## config.mk

```make
export PLATFORM = sky130hd
export DESIGN_NAME = hsv_saturation_adjust_flat
export DESIGN_NICKNAME = d
export VERILOG_FILES = /design/src/sv/hsa_pkg.sv /design/src/sv/hsa_if.sv /design/src/sv/hsa_front.sv /design/src/sv/hsa_div_cell.sv /design/src/sv/hsa_rebuild.sv /design/src/sv/hsv_saturation_adjust.sv /design/src/flat_wrapper.sv
export SDC_FILE = /design/constraint.sdc
export NUM_CORES = 2
export LEC_CHECK = 0
export BUFFER_PORTS_ARGS = -buffer_cell sky130_fd_sc_hd__buf_2
export CAP_MARGIN = 25
export CORE_UTILIZATION = 45
export CTS_BUF_LIST = sky130_fd_sc_hd__clkbuf_16
export DETAILED_ROUTE_END_ITERATION = 12
export PLACE_DENSITY = 0.6
export REMOVE_ABC_BUFFERS = 1
export SKIP_CTS_REPAIR_TIMING = 1
export SYNTH_ARGS = -nofsm -noshare
export SYNTH_HDL_FRONTEND = slang
export SYNTH_SLANG_ARGS = --single-unit
```

## constraint.sdc

```tcl
create_clock -name clk -period 79.3 [get_ports clk]
set_input_delay 15.86 -clock clk [delete_from_list [all_inputs] [get_ports clk]]
set_output_delay 15.86 -clock clk [all_outputs]
set_load 0.005 [all_outputs]
```

## src/sv/hsa_pkg.sv

```systemverilog
`timescale 1ns / 1ps
package hsa_pkg;
  localparam int FRAC_W = 16;
  localparam int QW = FRAC_W + 1;
  localparam int GAIN_W = 12;
  localparam logic [GAIN_W-1:0] GAIN_RESET = 12'd256;
  localparam logic [QW-1:0] FRAC_ONE = 17'd65536;
  localparam logic [19:0] HUE_SPAN = 20'd393216;
  localparam logic [19:0] HUE_GREEN = 20'd131072;
  localparam logic [19:0] HUE_BLUE = 20'd262144;
  localparam int NCELLS = QW;

  typedef logic [1:0] sel_t;
  localparam sel_t SEL_RED = 2'd0;
  localparam sel_t SEL_GREEN = 2'd1;
  localparam sel_t SEL_BLUE = 2'd2;

  localparam logic [2:0] SEXT_0 = 3'd0;
  localparam logic [2:0] SEXT_1 = 3'd1;
  localparam logic [2:0] SEXT_2 = 3'd2;
  localparam logic [2:0] SEXT_3 = 3'd3;
  localparam logic [2:0] SEXT_4 = 3'd4;

  typedef struct packed {
    logic gray;
    sel_t sel;
    logic neg;
  } pix_ctl_t;
endpackage

```

## src/sv/hsa_if.sv

```systemverilog
`timescale 1ns / 1ps
interface hsa_pix_if #(parameter int CB = 8);
  logic valid;
  logic ready;
  logic [CB-1:0] red;
  logic [CB-1:0] green;
  logic [CB-1:0] blue;
  logic [CB-1:0] alpha;
  modport source(output valid, red, green, blue, alpha, input ready);
  modport sink(input valid, red, green, blue, alpha, output ready);
endinterface

interface hsa_cfg_if;
  logic valid;
  logic ready;
  logic [hsa_pkg::GAIN_W-1:0] data;
  modport source(output valid, data, input ready);
  modport sink(input valid, data, output ready);
endinterface

```

## src/sv/hsa_front.sv

```systemverilog
`timescale 1ns / 1ps
module hsa_front #(
  parameter int CB = 8
) (
  input  logic clk,
  input  logic rst_n,
  input  logic en,
  input  logic in_valid,
  input  logic [CB-1:0] r,
  input  logic [CB-1:0] g,
  input  logic [CB-1:0] b,
  input  logic [CB-1:0] a,
  output logic valid_r,
  output logic [CB-1:0] r_r,
  output logic [CB-1:0] g_r,
  output logic [CB-1:0] b_r,
  output logic [CB-1:0] a_r,
  output logic [CB-1:0] mx_r,
  output hsa_pkg::pix_ctl_t ctl_r,
  output logic [CB-1:0] hden_r,
  output logic [CB-1:0] hrem_r,
  output logic [hsa_pkg::QW-1:0] hlow_r,
  output logic [CB-1:0] sden_r,
  output logic [CB-1:0] srem_r,
  output logic [hsa_pkg::QW-1:0] slow_r
);
  localparam int NW = CB + hsa_pkg::QW;

  logic [CB-1:0] mx, mn, delta, ha, hb, mag;
  hsa_pkg::sel_t sel;
  logic [NW-1:0] hnum, snum;

  always_comb begin
    if (r >= g && r >= b) begin
      sel = hsa_pkg::SEL_RED;
      mx = r;
      ha = g;
      hb = b;
    end else if (g >= b) begin
      sel = hsa_pkg::SEL_GREEN;
      mx = g;
      ha = b;
      hb = r;
    end else begin
      sel = hsa_pkg::SEL_BLUE;
      mx = b;
      ha = r;
      hb = g;
    end
    mn = r;
    if (g < mn) mn = g;
    if (b < mn) mn = b;
    delta = mx - mn;
    mag = (ha >= hb) ? ha - hb : hb - ha;
    hnum = {1'b0, mag, {hsa_pkg::FRAC_W{1'b0}}} + NW'(delta >> 1);
    snum = {1'b0, delta, {hsa_pkg::FRAC_W{1'b0}}} + NW'(mx >> 1);
  end

  always_ff @(posedge clk) begin
    if (!rst_n) begin
      valid_r <= 1'b0;
    end else if (en) begin
      valid_r <= in_valid;
    end
  end

  always_ff @(posedge clk) begin
    if (en) begin
      r_r <= r;
      g_r <= g;
      b_r <= b;
      a_r <= a;
      mx_r <= mx;
      ctl_r.gray <= (delta == '0);
      ctl_r.sel <= sel;
      ctl_r.neg <= (ha < hb);
      hden_r <= delta;
      hrem_r <= hnum[NW-1:hsa_pkg::QW];
      hlow_r <= hnum[hsa_pkg::QW-1:0];
      sden_r <= mx;
      srem_r <= snum[NW-1:hsa_pkg::QW];
      slow_r <= snum[hsa_pkg::QW-1:0];
    end
  end
endmodule

```

## src/sv/hsa_div_cell.sv

```systemverilog
`timescale 1ns / 1ps
module hsa_div_cell #(
  parameter int CB = 8,
  parameter int SW = 44
) (
  input  logic clk,
  input  logic rst_n,
  input  logic en,
  input  logic valid_i,
  input  logic [SW-1:0] side_i,
  input  logic [CB-1:0] den_i [2],
  input  logic [CB-1:0] rem_i [2],
  input  logic [hsa_pkg::QW-1:0] low_i [2],
  input  logic [hsa_pkg::QW-1:0] q_i [2],
  output logic valid_r,
  output logic [SW-1:0] side_r,
  output logic [CB-1:0] den_r [2],
  output logic [CB-1:0] rem_r [2],
  output logic [hsa_pkg::QW-1:0] low_r [2],
  output logic [hsa_pkg::QW-1:0] q_r [2]
);
  // One restoring division step for each of the two lanes (hue, saturation).
  logic [CB:0] trial [2];
  logic take [2];

  always_comb begin
    for (int i = 0; i < 2; i++) begin
      trial[i] = {rem_i[i], low_i[i][hsa_pkg::QW-1]};
      take[i] = (trial[i] >= {1'b0, den_i[i]});
    end
  end

  always_ff @(posedge clk) begin
    if (!rst_n) begin
      valid_r <= 1'b0;
    end else if (en) begin
      valid_r <= valid_i;
    end
  end

  always_ff @(posedge clk) begin
    if (en) begin
      side_r <= side_i;
      for (int i = 0; i < 2; i++) begin
        den_r[i] <= den_i[i];
        rem_r[i] <= take[i] ? CB'(trial[i] - {1'b0, den_i[i]}) : trial[i][CB-1:0];
        low_r[i] <= {low_i[i][hsa_pkg::QW-2:0], 1'b0};
        q_r[i] <= {q_i[i][hsa_pkg::QW-2:0], take[i]};
      end
    end
  end
endmodule

```

## src/sv/hsa_rebuild.sv

```systemverilog
`timescale 1ns / 1ps
module hsa_rebuild #(
  parameter int CB = 8
) (
  input  logic clk,
  input  logic rst_n,
  input  logic en,
  input  logic [hsa_pkg::GAIN_W-1:0] gain,
  input  logic valid_i,
  input  logic [CB-1:0] r_i,
  input  logic [CB-1:0] g_i,
  input  logic [CB-1:0] b_i,
  input  logic [CB-1:0] a_i,
  input  logic [CB-1:0] mx_i,
  input  hsa_pkg::pix_ctl_t ctl_i,
  input  logic [hsa_pkg::QW-1:0] qh_i,
  input  logic [hsa_pkg::QW-1:0] qs_i,
  output logic valid_r,
  output logic [CB-1:0] r_r,
  output logic [CB-1:0] g_r,
  output logic [CB-1:0] b_r,
  output logic [CB-1:0] a_r
);
  localparam int QW = hsa_pkg::QW;
  localparam int PW = QW + hsa_pkg::GAIN_W;
  localparam int MW = CB + QW;
  localparam int XW = MW + QW;
  localparam int SUMW = CB + 34;
  localparam logic [CB+1:0] CH_MAX = {2'b00, {CB{1'b1}}};

  // Stage 1: hue wrap, sextant, saturation times gain.
  logic [19:0] base, hue_sum, hue;
  logic [2:0] sext1;
  logic [QW-1:0] f1;
  logic [PW-1:0] prod1;

  always_comb begin
    case (ctl_i.sel)
      hsa_pkg::SEL_RED: base = '0;
      hsa_pkg::SEL_GREEN: base = hsa_pkg::HUE_GREEN;
      default: base = hsa_pkg::HUE_BLUE;
    endcase
    hue_sum = ctl_i.neg ? base + hsa_pkg::HUE_SPAN - {3'b000, qh_i} : base + {3'b000, qh_i};
    hue = (hue_sum >= hsa_pkg::HUE_SPAN) ? hue_sum - hsa_pkg::HUE_SPAN : hue_sum;
    sext1 = hue[18:16];
    f1 = sext1[0] ? hsa_pkg::FRAC_ONE - {1'b0, hue[15:0]} : {1'b0, hue[15:0]};
    prod1 = PW'(qs_i) * PW'(gain);
  end

  logic v1_r, v2_r, v3_r;
  logic [4*CB-1:0] px1_r, px2_r, px3_r;
  logic [CB-1:0] mx1_r, mx2_r, mx3_r;
  logic gray1_r, gray2_r, gray3_r;
  logic [2:0] sext1_r, sext2_r, sext3_r;
  logic [QW-1:0] f1_r, f2_r;
  logic [PW-1:0] prod1_r;
  logic [MW-1:0] ms2_r, ms3_r;
  logic [XW-1:0] xx3_r;

  // Stage 2: rounded, clamped saturation times value.
  logic [PW-PW+PW-8:0] s2_full;
  logic [QW-1:0] s2;
  always_comb begin
    s2_full = (PW - 7)'((prod1_r + PW'(128)) >> 8);
    s2 = (s2_full > (PW - 7)'(hsa_pkg::FRAC_ONE)) ? hsa_pkg::FRAC_ONE : s2_full[QW-1:0];
  end

  // Stage 4: channel rebuild at scale 2^32.
  logic [SUMW-1:0] cc, xx, mm, pr, pg, pb;
  logic [CB+1:0] chr, chg, chb;
  always_comb begin
    cc = SUMW'(ms3_r) << 16;
    xx = SUMW'(xx3_r);
    mm = (SUMW'(mx3_r) << 32) - cc;
    case (sext3_r)
      hsa_pkg::SEXT_0: begin pr = cc; pg = xx; pb = '0; end
      hsa_pkg::SEXT_1: begin pr = xx; pg = cc; pb = '0; end
      hsa_pkg::SEXT_2: begin pr = '0; pg = cc; pb = xx; end
      hsa_pkg::SEXT_3: begin pr = '0; pg = xx; pb = cc; end
      hsa_pkg::SEXT_4: begin pr = xx; pg = '0; pb = cc; end
      default: begin pr = cc; pg = '0; pb = xx; end
    endcase
    chr = (CB + 2)'((pr + mm + (SUMW'(1) << 31)) >> 32);
    chg = (CB + 2)'((pg + mm + (SUMW'(1) << 31)) >> 32);
    chb = (CB + 2)'((pb + mm + (SUMW'(1) << 31)) >> 32);
    if (chr > CH_MAX) chr = CH_MAX;
    if (chg > CH_MAX) chg = CH_MAX;
    if (chb > CH_MAX) chb = CH_MAX;
  end

  always_ff @(posedge clk) begin
    if (!rst_n) begin
      v1_r <= 1'b0;
      v2_r <= 1'b0;
      v3_r <= 1'b0;
      valid_r <= 1'b0;
    end else if (en) begin
      v1_r <= valid_i;
      v2_r <= v1_r;
      v3_r <= v2_r;
      valid_r <= v3_r;
    end
  end

  always_ff @(posedge clk) begin
    if (en) begin
      px1_r <= {r_i, g_i, b_i, a_i};
      mx1_r <= mx_i;
      gray1_r <= ctl_i.gray;
      sext1_r <= sext1;
      f1_r <= f1;
      prod1_r <= prod1;

      px2_r <= px1_r;
      mx2_r <= mx1_r;
      gray2_r <= gray1_r;
      sext2_r <= sext1_r;
      f2_r <= f1_r;
      ms2_r <= MW'(mx1_r) * MW'(s2);

      px3_r <= px2_r;
      mx3_r <= mx2_r;
      gray3_r <= gray2_r;
      sext3_r <= sext2_r;
      ms3_r <= ms2_r;
      xx3_r <= XW'(ms2_r) * XW'(f2_r);

      a_r <= px3_r[CB-1:0];
      if (gray3_r) begin
        r_r <= px3_r[4*CB-1:3*CB];
        g_r <= px3_r[3*CB-1:2*CB];
        b_r <= px3_r[2*CB-1:CB];
      end else begin
        r_r <= chr[CB-1:0];
        g_r <= chg[CB-1:0];
        b_r <= chb[CB-1:0];
      end
    end
  end
endmodule

```

## src/sv/hsv_saturation_adjust.sv

```systemverilog
`timescale 1ns / 1ps
// Pipeline from an input beat to its result beat: one input register,
// seventeen divider cells, four rebuild stages ending in the output register.
// Throughput: one pixel per cycle; the whole pipeline holds only while the
// output register is full and not taken. No clearing pass after reset.
// Reset: rst_n (synchronous, active low) empties the pipeline and sets the
// saturation gain to 1.0 (256).
module hsv_saturation_adjust #(
  parameter int CHANNEL_BITS = 8
) (
  input  logic clk,
  input  logic rst_n,
  hsa_pix_if.sink in_pix,
  hsa_pix_if.source out_pix,
  hsa_cfg_if.sink cfg_wr
);
  localparam int CB = CHANNEL_BITS;
  localparam int QW = hsa_pkg::QW;
  localparam int N = hsa_pkg::NCELLS;
  localparam int SW = 5 * CB + 4;

  logic [hsa_pkg::GAIN_W-1:0] gain_r;
  logic en;

  assign cfg_wr.ready = 1'b1;
  always_ff @(posedge clk) begin
    if (!rst_n) begin
      gain_r <= hsa_pkg::GAIN_RESET;
    end else if (cfg_wr.valid) begin
      gain_r <= cfg_wr.data;
    end
  end

  assign en = !out_pix.valid || out_pix.ready;
  assign in_pix.ready = en;

  logic fv;
  logic [CB-1:0] fr, fg, fb, fa, fmx;
  hsa_pkg::pix_ctl_t fctl;
  logic [CB-1:0] hden, hrem, sden, srem;
  logic [QW-1:0] hlow, slow;

  hsa_front #(.CB(CB)) u_front (
    .clk(clk), .rst_n(rst_n), .en(en), .in_valid(in_pix.valid),
    .r(in_pix.red), .g(in_pix.green), .b(in_pix.blue), .a(in_pix.alpha),
    .valid_r(fv), .r_r(fr), .g_r(fg), .b_r(fb), .a_r(fa), .mx_r(fmx), .ctl_r(fctl),
    .hden_r(hden), .hrem_r(hrem), .hlow_r(hlow),
    .sden_r(sden), .srem_r(srem), .slow_r(slow)
  );

  logic v [N+1];
  logic [SW-1:0] side [N+1];
  logic [CB-1:0] den [N+1][2];
  logic [CB-1:0] rem [N+1][2];
  logic [QW-1:0] low [N+1][2];
  logic [QW-1:0] q [N+1][2];

  assign v[0] = fv;
  assign side[0] = {fr, fg, fb, fa, fmx, fctl};
  assign den[0][0] = hden;
  assign den[0][1] = sden;
  assign rem[0][0] = hrem;
  assign rem[0][1] = srem;
  assign low[0][0] = hlow;
  assign low[0][1] = slow;
  assign q[0][0] = '0;
  assign q[0][1] = '0;

  for (genvar k = 0; k < N; k++) begin : g_cell
    hsa_div_cell #(.CB(CB), .SW(SW)) u_cell (
      .clk(clk), .rst_n(rst_n), .en(en),
      .valid_i(v[k]), .side_i(side[k]), .den_i(den[k]), .rem_i(rem[k]),
      .low_i(low[k]), .q_i(q[k]),
      .valid_r(v[k+1]), .side_r(side[k+1]), .den_r(den[k+1]), .rem_r(rem[k+1]),
      .low_r(low[k+1]), .q_r(q[k+1])
    );
  end

  hsa_pkg::pix_ctl_t lctl;
  assign lctl = side[N][3:0];

  hsa_rebuild #(.CB(CB)) u_rebuild (
    .clk(clk), .rst_n(rst_n), .en(en), .gain(gain_r),
    .valid_i(v[N]),
    .r_i(side[N][5*CB+3:4*CB+4]), .g_i(side[N][4*CB+3:3*CB+4]),
    .b_i(side[N][3*CB+3:2*CB+4]), .a_i(side[N][2*CB+3:CB+4]),
    .mx_i(side[N][CB+3:4]), .ctl_i(lctl),
    .qh_i(q[N][0]), .qs_i(q[N][1]),
    .valid_r(out_pix.valid), .r_r(out_pix.red), .g_r(out_pix.green),
    .b_r(out_pix.blue), .a_r(out_pix.alpha)
  );
endmodule

```

## src/flat_wrapper.sv

```systemverilog
// flat-port wrapper written by rule: the top's interface ports become plain ports
module hsv_saturation_adjust_flat 
#(
  parameter int CHANNEL_BITS = 8
)
  (clk, rst_n, in_pix_valid, in_pix_red, in_pix_green, in_pix_blue, in_pix_alpha, in_pix_ready, out_pix_valid, out_pix_red, out_pix_green, out_pix_blue, out_pix_alpha, out_pix_ready, cfg_wr_valid, cfg_wr_data, cfg_wr_ready);
  hsa_pix_if #(.CB(8)) in_pix_i ();
  hsa_pix_if #(.CB(8)) out_pix_i ();
  hsa_cfg_if cfg_wr_i ();
  input  logic clk;
  input  logic rst_n;
  input wire logic [$bits(in_pix_i.valid)-1:0] in_pix_valid;
  input wire logic [$bits(in_pix_i.red)-1:0] in_pix_red;
  input wire logic [$bits(in_pix_i.green)-1:0] in_pix_green;
  input wire logic [$bits(in_pix_i.blue)-1:0] in_pix_blue;
  input wire logic [$bits(in_pix_i.alpha)-1:0] in_pix_alpha;
  output wire logic [$bits(in_pix_i.ready)-1:0] in_pix_ready;
  output wire logic [$bits(out_pix_i.valid)-1:0] out_pix_valid;
  output wire logic [$bits(out_pix_i.red)-1:0] out_pix_red;
  output wire logic [$bits(out_pix_i.green)-1:0] out_pix_green;
  output wire logic [$bits(out_pix_i.blue)-1:0] out_pix_blue;
  output wire logic [$bits(out_pix_i.alpha)-1:0] out_pix_alpha;
  input wire logic [$bits(out_pix_i.ready)-1:0] out_pix_ready;
  input wire logic [$bits(cfg_wr_i.valid)-1:0] cfg_wr_valid;
  input wire logic [$bits(cfg_wr_i.data)-1:0] cfg_wr_data;
  output wire logic [$bits(cfg_wr_i.ready)-1:0] cfg_wr_ready;
  assign in_pix_i.valid = in_pix_valid;
  assign in_pix_i.red = in_pix_red;
  assign in_pix_i.green = in_pix_green;
  assign in_pix_i.blue = in_pix_blue;
  assign in_pix_i.alpha = in_pix_alpha;
  assign in_pix_ready = in_pix_i.ready;
  assign out_pix_valid = out_pix_i.valid;
  assign out_pix_red = out_pix_i.red;
  assign out_pix_green = out_pix_i.green;
  assign out_pix_blue = out_pix_i.blue;
  assign out_pix_alpha = out_pix_i.alpha;
  assign out_pix_i.ready = out_pix_ready;
  assign cfg_wr_i.valid = cfg_wr_valid;
  assign cfg_wr_i.data = cfg_wr_data;
  assign cfg_wr_ready = cfg_wr_i.ready;
  hsv_saturation_adjust #(.CHANNEL_BITS(CHANNEL_BITS)) u_core (.clk(clk), .rst_n(rst_n), .in_pix(in_pix_i), .out_pix(out_pix_i), .cfg_wr(cfg_wr_i));
endmodule
```

==> Word level (Yosys, flattened, before mapping) <==
Index checks and enable logic that the tools add are counted.
{ "word_totals": {"word_cells": 378, "input_bits": 49, "regBits": 2293, "output_inout_bits": 35} }
{ "classes": {"n_eq_ne": 5, "n_lt_le_gt_ge": 46, "multipliers": 3, "n_mux": 56, "addsub": 50, "n_reduce_logical": 12} }
{ "op_table": {"columns": ["operator", "n"], "rows": [
  ["two-way mux 8 bit", 47],
  ["greater-or-equal comparator 9 x 8 -> 1 bit", 34],
  ["subtractor 8 bit", 35],
  ["one-hot mux 42 bit (2 select lines)", 3],
  ["adder 42 x 32 -> 42 bit, second input constant", 3],
  ["adder 42 bit", 3],
  ["adder 24 x 7 -> 25 bit", 2],
  ["multiplier 25 x 17 -> 42 bit", 1],
  ["subtractor 40 x 41 -> 42 bit", 1],
  ["one-hot mux 19 bit (2 select lines)", 1],
  ["greater-or-equal comparator 8 bit", 4],
  ["greater-than comparator 10 x 8 -> 1 bit, second input constant", 3],
  ["adder 29 x 8 -> 29 bit, second input constant", 1],
  ["multiplier 17 x 12 -> 29 bit", 1],
  ["multiplier 8 x 17 -> 25 bit", 1],
  ["< comparator 8 bit", 3],
  ["greater-than comparator 21 x 17 -> 1 bit, second input constant", 1],
  ["adder 19 x 19 -> 20 bit, second input constant", 1],
  ["adder 20 x 17 -> 20 bit", 1],
  ["greater-or-equal comparator 20 x 19 -> 1 bit, second input constant", 1],
  ["two-way mux 20 bit", 1],
  ["subtractor 20 x 17 -> 20 bit", 1],
  ["two-way mux 19 bit", 1],
  ["subtractor 19 bit, second input constant", 1],
  ["15 further kinds", 21]
]} }

==> Depth between registers and ports, before layout <==
{ "logic_depth": {"depth_word": 9, "ltp_mapped": 31, "mapped_depth_nobuf": 29} }

==> Modules after synthesis <==
A second synthesis with hierarchy kept.
{ "unflattened": {"hier_cells": 9011, "hier_area_um2": 132945.0} }
{ "modules_own_cells": {"columns": ["module", "cells_each", "seq_area_each_um2", "area_each_um2", "n_inst"], "rows": [
  ["hsa_div_cell", 273, 4284.1, 5283.8, 17],
  ["hsa_rebuild", 3860, 8968.6, 38016.5, 1],
  ["hsa_front", 468, 1821.7, 4634.4, 1],
  ["hsv_saturation_adjust", 42, 240.2, 469.2, 1]
]} }

==> Worst setup path after synthesis <==
OpenSTA, ideal clock, no wires.
{ "synth_timing": {"kind": "in2out", "start": "in out_pix_ready", "end": "out in_pix_ready", "required_time_ps": 63440, "arrival_ps": 64512, "slack_ps": -1072, "n_path_buf": 1, "stages": 3, "path_cell_list": "nor2b_1 -> inv_1 -> clkbuf_1"} }
{ "synth_via": {"elab_chain_len": 1} }
{ "synth_rtl": {"columns": ["element", "line_no", "text"], "rows": [
  ["start, declared", "flat_wrapper.sv:23", "input wire logic [$bits(out_pix_i.ready)-1:0] out_pix_ready;"],
  ["logical OR 1 bit", "hsv_saturation_adjust.sv:34", "assign en = !out_pix.valid || out_pix.ready;"],
  ["end, declared", "flat_wrapper.sv:17", "output wire logic [$bits(in_pix_i.ready)-1:0] in_pix_ready;"]
]} }
No other way between the ends.

==> Worst setup path in the final report <==
Same ends and word-level chain as after synthesis.

==> summary.txt <==
STA
  – Max-slew violations: 0
  – RSZ-0062 raised after global routing: no
  – Final Cycle Share: 41.2%
  – Worst slew pin tran: 1080 ps
  – Worst slew margin: 27.7%
  – # setup viols final: 0
  – Total Negative Setup Slacks: 0 ps
  – Clock skew: 72.0 ps
  – Fmax: 30.6 MHz
  – Final min period: 32690 ps
  – Final Hold Fails: 0

Critical path
  – WP buf/inv: 4
  – Critical Path Sink: in_pix_ready
  – CP endpoint kind: output pin
  – Critical path's top delay family: buffers and inverters
  – Worst r2r dst: u_core.u_rebuild.ms2_r[19]
  – CP Depth: 5
  – Crit path DAT: 16830 ps
  – Largest stage delay, worst path: 300 ps
  – Critical Path RT: 63440 ps
  – Worst setup path category: input port to output pin
  – Most common cell on crit path: buf_2
  – R2R Setup Slk: 70220 ps
  – Worst r2r src: u_core.u_rebuild.prod1_r[9]
  – Worst r2r path cells: 25
  – Setup crit start kind: input port
  – Slowest CP cell: buf_4
  – Worst setup startpoint: out_pix_ready
  – Worst path cell trace: buf_2, nor2b_2, buf_4, inv_8, buf_2
  – Crit path max fanout: 37

Synth
  – Syn_area_per_cell: 12.6 um2
  – Top_reg_cell synth: edfxtp_1
  – Post-Synthesis Cells: 7899
  – Synth cell types: 84
  – Post-synth EDFFs: 1794
  – Cell Area, Synth: 99500 um2
  – Post-synthesis register bit count: 1828
  – Sequential element share of the synthesized area: 54.8%
  – Synthesis Warnings: 0
  – Fraction of registers with async set/reset: 0%

GRT
  – Total global-route track usage: 17.4%
  – Largest net degree at the start of global routing: 186
  – Number of global-route vias before repair: 59700
  – First-pass GRT wire length: 311 mm
  – Initial antenna violation count: 1
  – GRT overflow: 0

Routing
  – DR WL/cell: 17.0 um
  – Vias per Instance: 5.12
  – Initial DRT Pass Iterations: 6
  – ANT nets after route: 0
  – Vias: 57100
  – DRC violations left: 0
  – Routed WL: 190 mm
  – Iter 0 DRT Violations: 3589

Die
  – Site Rows: 172
  – I/O pins: 84
  – Initial Utilization: 45.3%
  – Die footprint: 223000 um2
  – Die H: 472 um
  – Die W: 472 um
  – Core area: 220000 um2

CTS
  – CTS tree: done
  – Cts bufs inserted: 191
  – Htree depth: 4
  – Clk Latency, worst-skew pair: 830 ps
  – Sink Count: 1828
  – Clk buf depth: 3
  – Worst-path clk slew: 60 ps
  – Root buf cell: clkbuf_16

Cells and area
  – Commonest cells after routing, fill and taps aside: edfxtp_1 (1794), inv_1 (1139), nand2_1 (926)
  – Share of post-route cells with drive strength above 1: 6.15%
  – P&R area growth vs syn: 10.6%
  – Commonest non-fill, non-tap cell in the layout: edfxtp_1
  – Finished Cell Area: 110000 um2
  – Final #Nets: 9404

Placed design
  – Port bufs: 82
  – Routability cong.: 0.879
  – DP Area: 104000 um2
  – Dpl hpwl: 137 mm

Status
  – Status: finished clean

Job
  – Max-Cap Viols: 0

Worst hold path
  – Hold/Removal Path Class: flop to flop
kinds of logic after synthesis:
family / count (synthesis) / share of synthesized area [%]
XOR/XNOR: 260 / 2.33
AO/OA/AOI/OAI: 1083 / 6.85
other: 1 / 0.00377
AND/OR/NAND/NOR: 2027 / 9.20
flip-flops: 1828 / 54.8
multiplexers: 50 / 0.519
adder cells (fa/ha/maj): 1316 / 21.2
buffers and inverters: 1334 / 5.06
metal layers:
metal	track usage (%)	up-vias	part of all wire (%)
li1	-	27300	-
met4	6.15	0	3.1
met1	22.4	28300	43
met5	0	-	0
met3	2.63	353	4.5
met2	29.7	1134	49
worst min-delay path by stage:
stage,start,cells past startpoint,slack [ps],endpoint
6_report,u_core.g_cell[13].u_cell.q_r[19],0,370,u_core.g_cell[14].u_cell.q_r[20]
5_1_grt,u_core.g_cell[13].u_cell.q_r[19],0,350,u_core.g_cell[14].u_cell.q_r[20]
4_1_cts,u_core.g_cell[13].u_cell.q_r[19],0,350,u_core.g_cell[14].u_cell.q_r[20]
3_5_place_dp,u_core.g_cell[9].u_cell.q_r[17],0,400,u_core.g_cell[10].u_cell.q_r[18]
3_3_place_gp,u_core.u_rebuild.f1_r[3],0,400,u_core.u_rebuild.f2_r[3]
2_1_floorplan,u_core.u_front.ctl_r[0],0,400,u_core.g_cell[0].u_cell.side_r[0]
cell type report:
type / instances / area [um2]
diodes: 1 / 2.50
clock buffers: 191 / 4780
clock inverters: 160 / 1540
fillers: 19000 / 110000
inverters: 1112 / 4180
multi-input cells: 4737 / 39900
flip-flops and latches: 1828 / 54600
well taps: 2958 / 3700
repair buffers: 169 / 1350
metrics by stage:
step	instances	setup WS, ps	util, %	hold slack, ps
final	11200	46610	50.1	366
after floorplan	7677	12580	-	400
after CTS	11100	46610	50.0	350
after global routing	11200	46570	50.1	354
after detailed placement	10800	46620	47.1	405
after global placement	10800	46600	47.0	400
flip-flops by register name, indices dropped and copies added (netlist names), 12 cells and up:
register	count
u_core.u_rebuild.prod1_r	22
u_core.gain_r	12
u_core.u_rebuild.px1_r	32
u_core.u_rebuild.f1_r	17
u_core.g_cell.u_cell.valid_r	17
u_core.u_rebuild.ms3_r	25
u_core.u_rebuild.ms2_r	25
u_core.u_rebuild.xx	26
u_core.g_cell.u_cell.q_r	306
u_core.g_cell.u_cell.den_r	120
u_core.u_rebuild.px2_r	32
u_core.g_cell.u_cell.side_r	748
u_core.u_rebuild.px3_r	32
u_core.g_cell.u_cell.rem_r	256
u_core.u_rebuild.f2_r	17
synth_stat cells, types with 10 or more instances:
cell | instances | area (um2)
a311oi_1 | 34 | 298
o211ai_1 | 14 | 105
nor2_1 | 448 | 1680
mux2_2 | 10 | 113
o21ai_0 | 324 | 1620
xor2_1 | 120 | 1050
clkbuf_1 | 212 | 796
a22o_1 | 24 | 210
nor3_1 | 83 | 415
edfxtp_1 | 1794 | 53900
a31oi_1 | 10 | 62.6
o31ai_1 | 72 | 541
and2_1 | 180 | 1130
nor2b_1 | 116 | 726
xnor2_1 | 136 | 1190
or2_2 | 16 | 100
inv_1 | 1111 | 4170
mux2i_1 | 39 | 390
nor4_1 | 13 | 81.3
nand2b_1 | 58 | 363
a21oi_1 | 268 | 1340
o21a_1 | 30 | 225
or3_1 | 12 | 75.1
o21bai_1 | 15 | 113
a21boi_0 | 121 | 908
nand2_1 | 926 | 3480
fa_1 | 616 | 12300
a21o_1 | 99 | 743
dfxtp_1 | 34 | 681
nand4_1 | 66 | 413
ha_1 | 700 | 8760
a211oi_1 | 13 | 97.6
and3_1 | 22 | 138
nand3_1 | 55 | 275
Power is not shown: default switching activity piles up to over one toggle a cycle in this logic, so the estimate is an artifact.
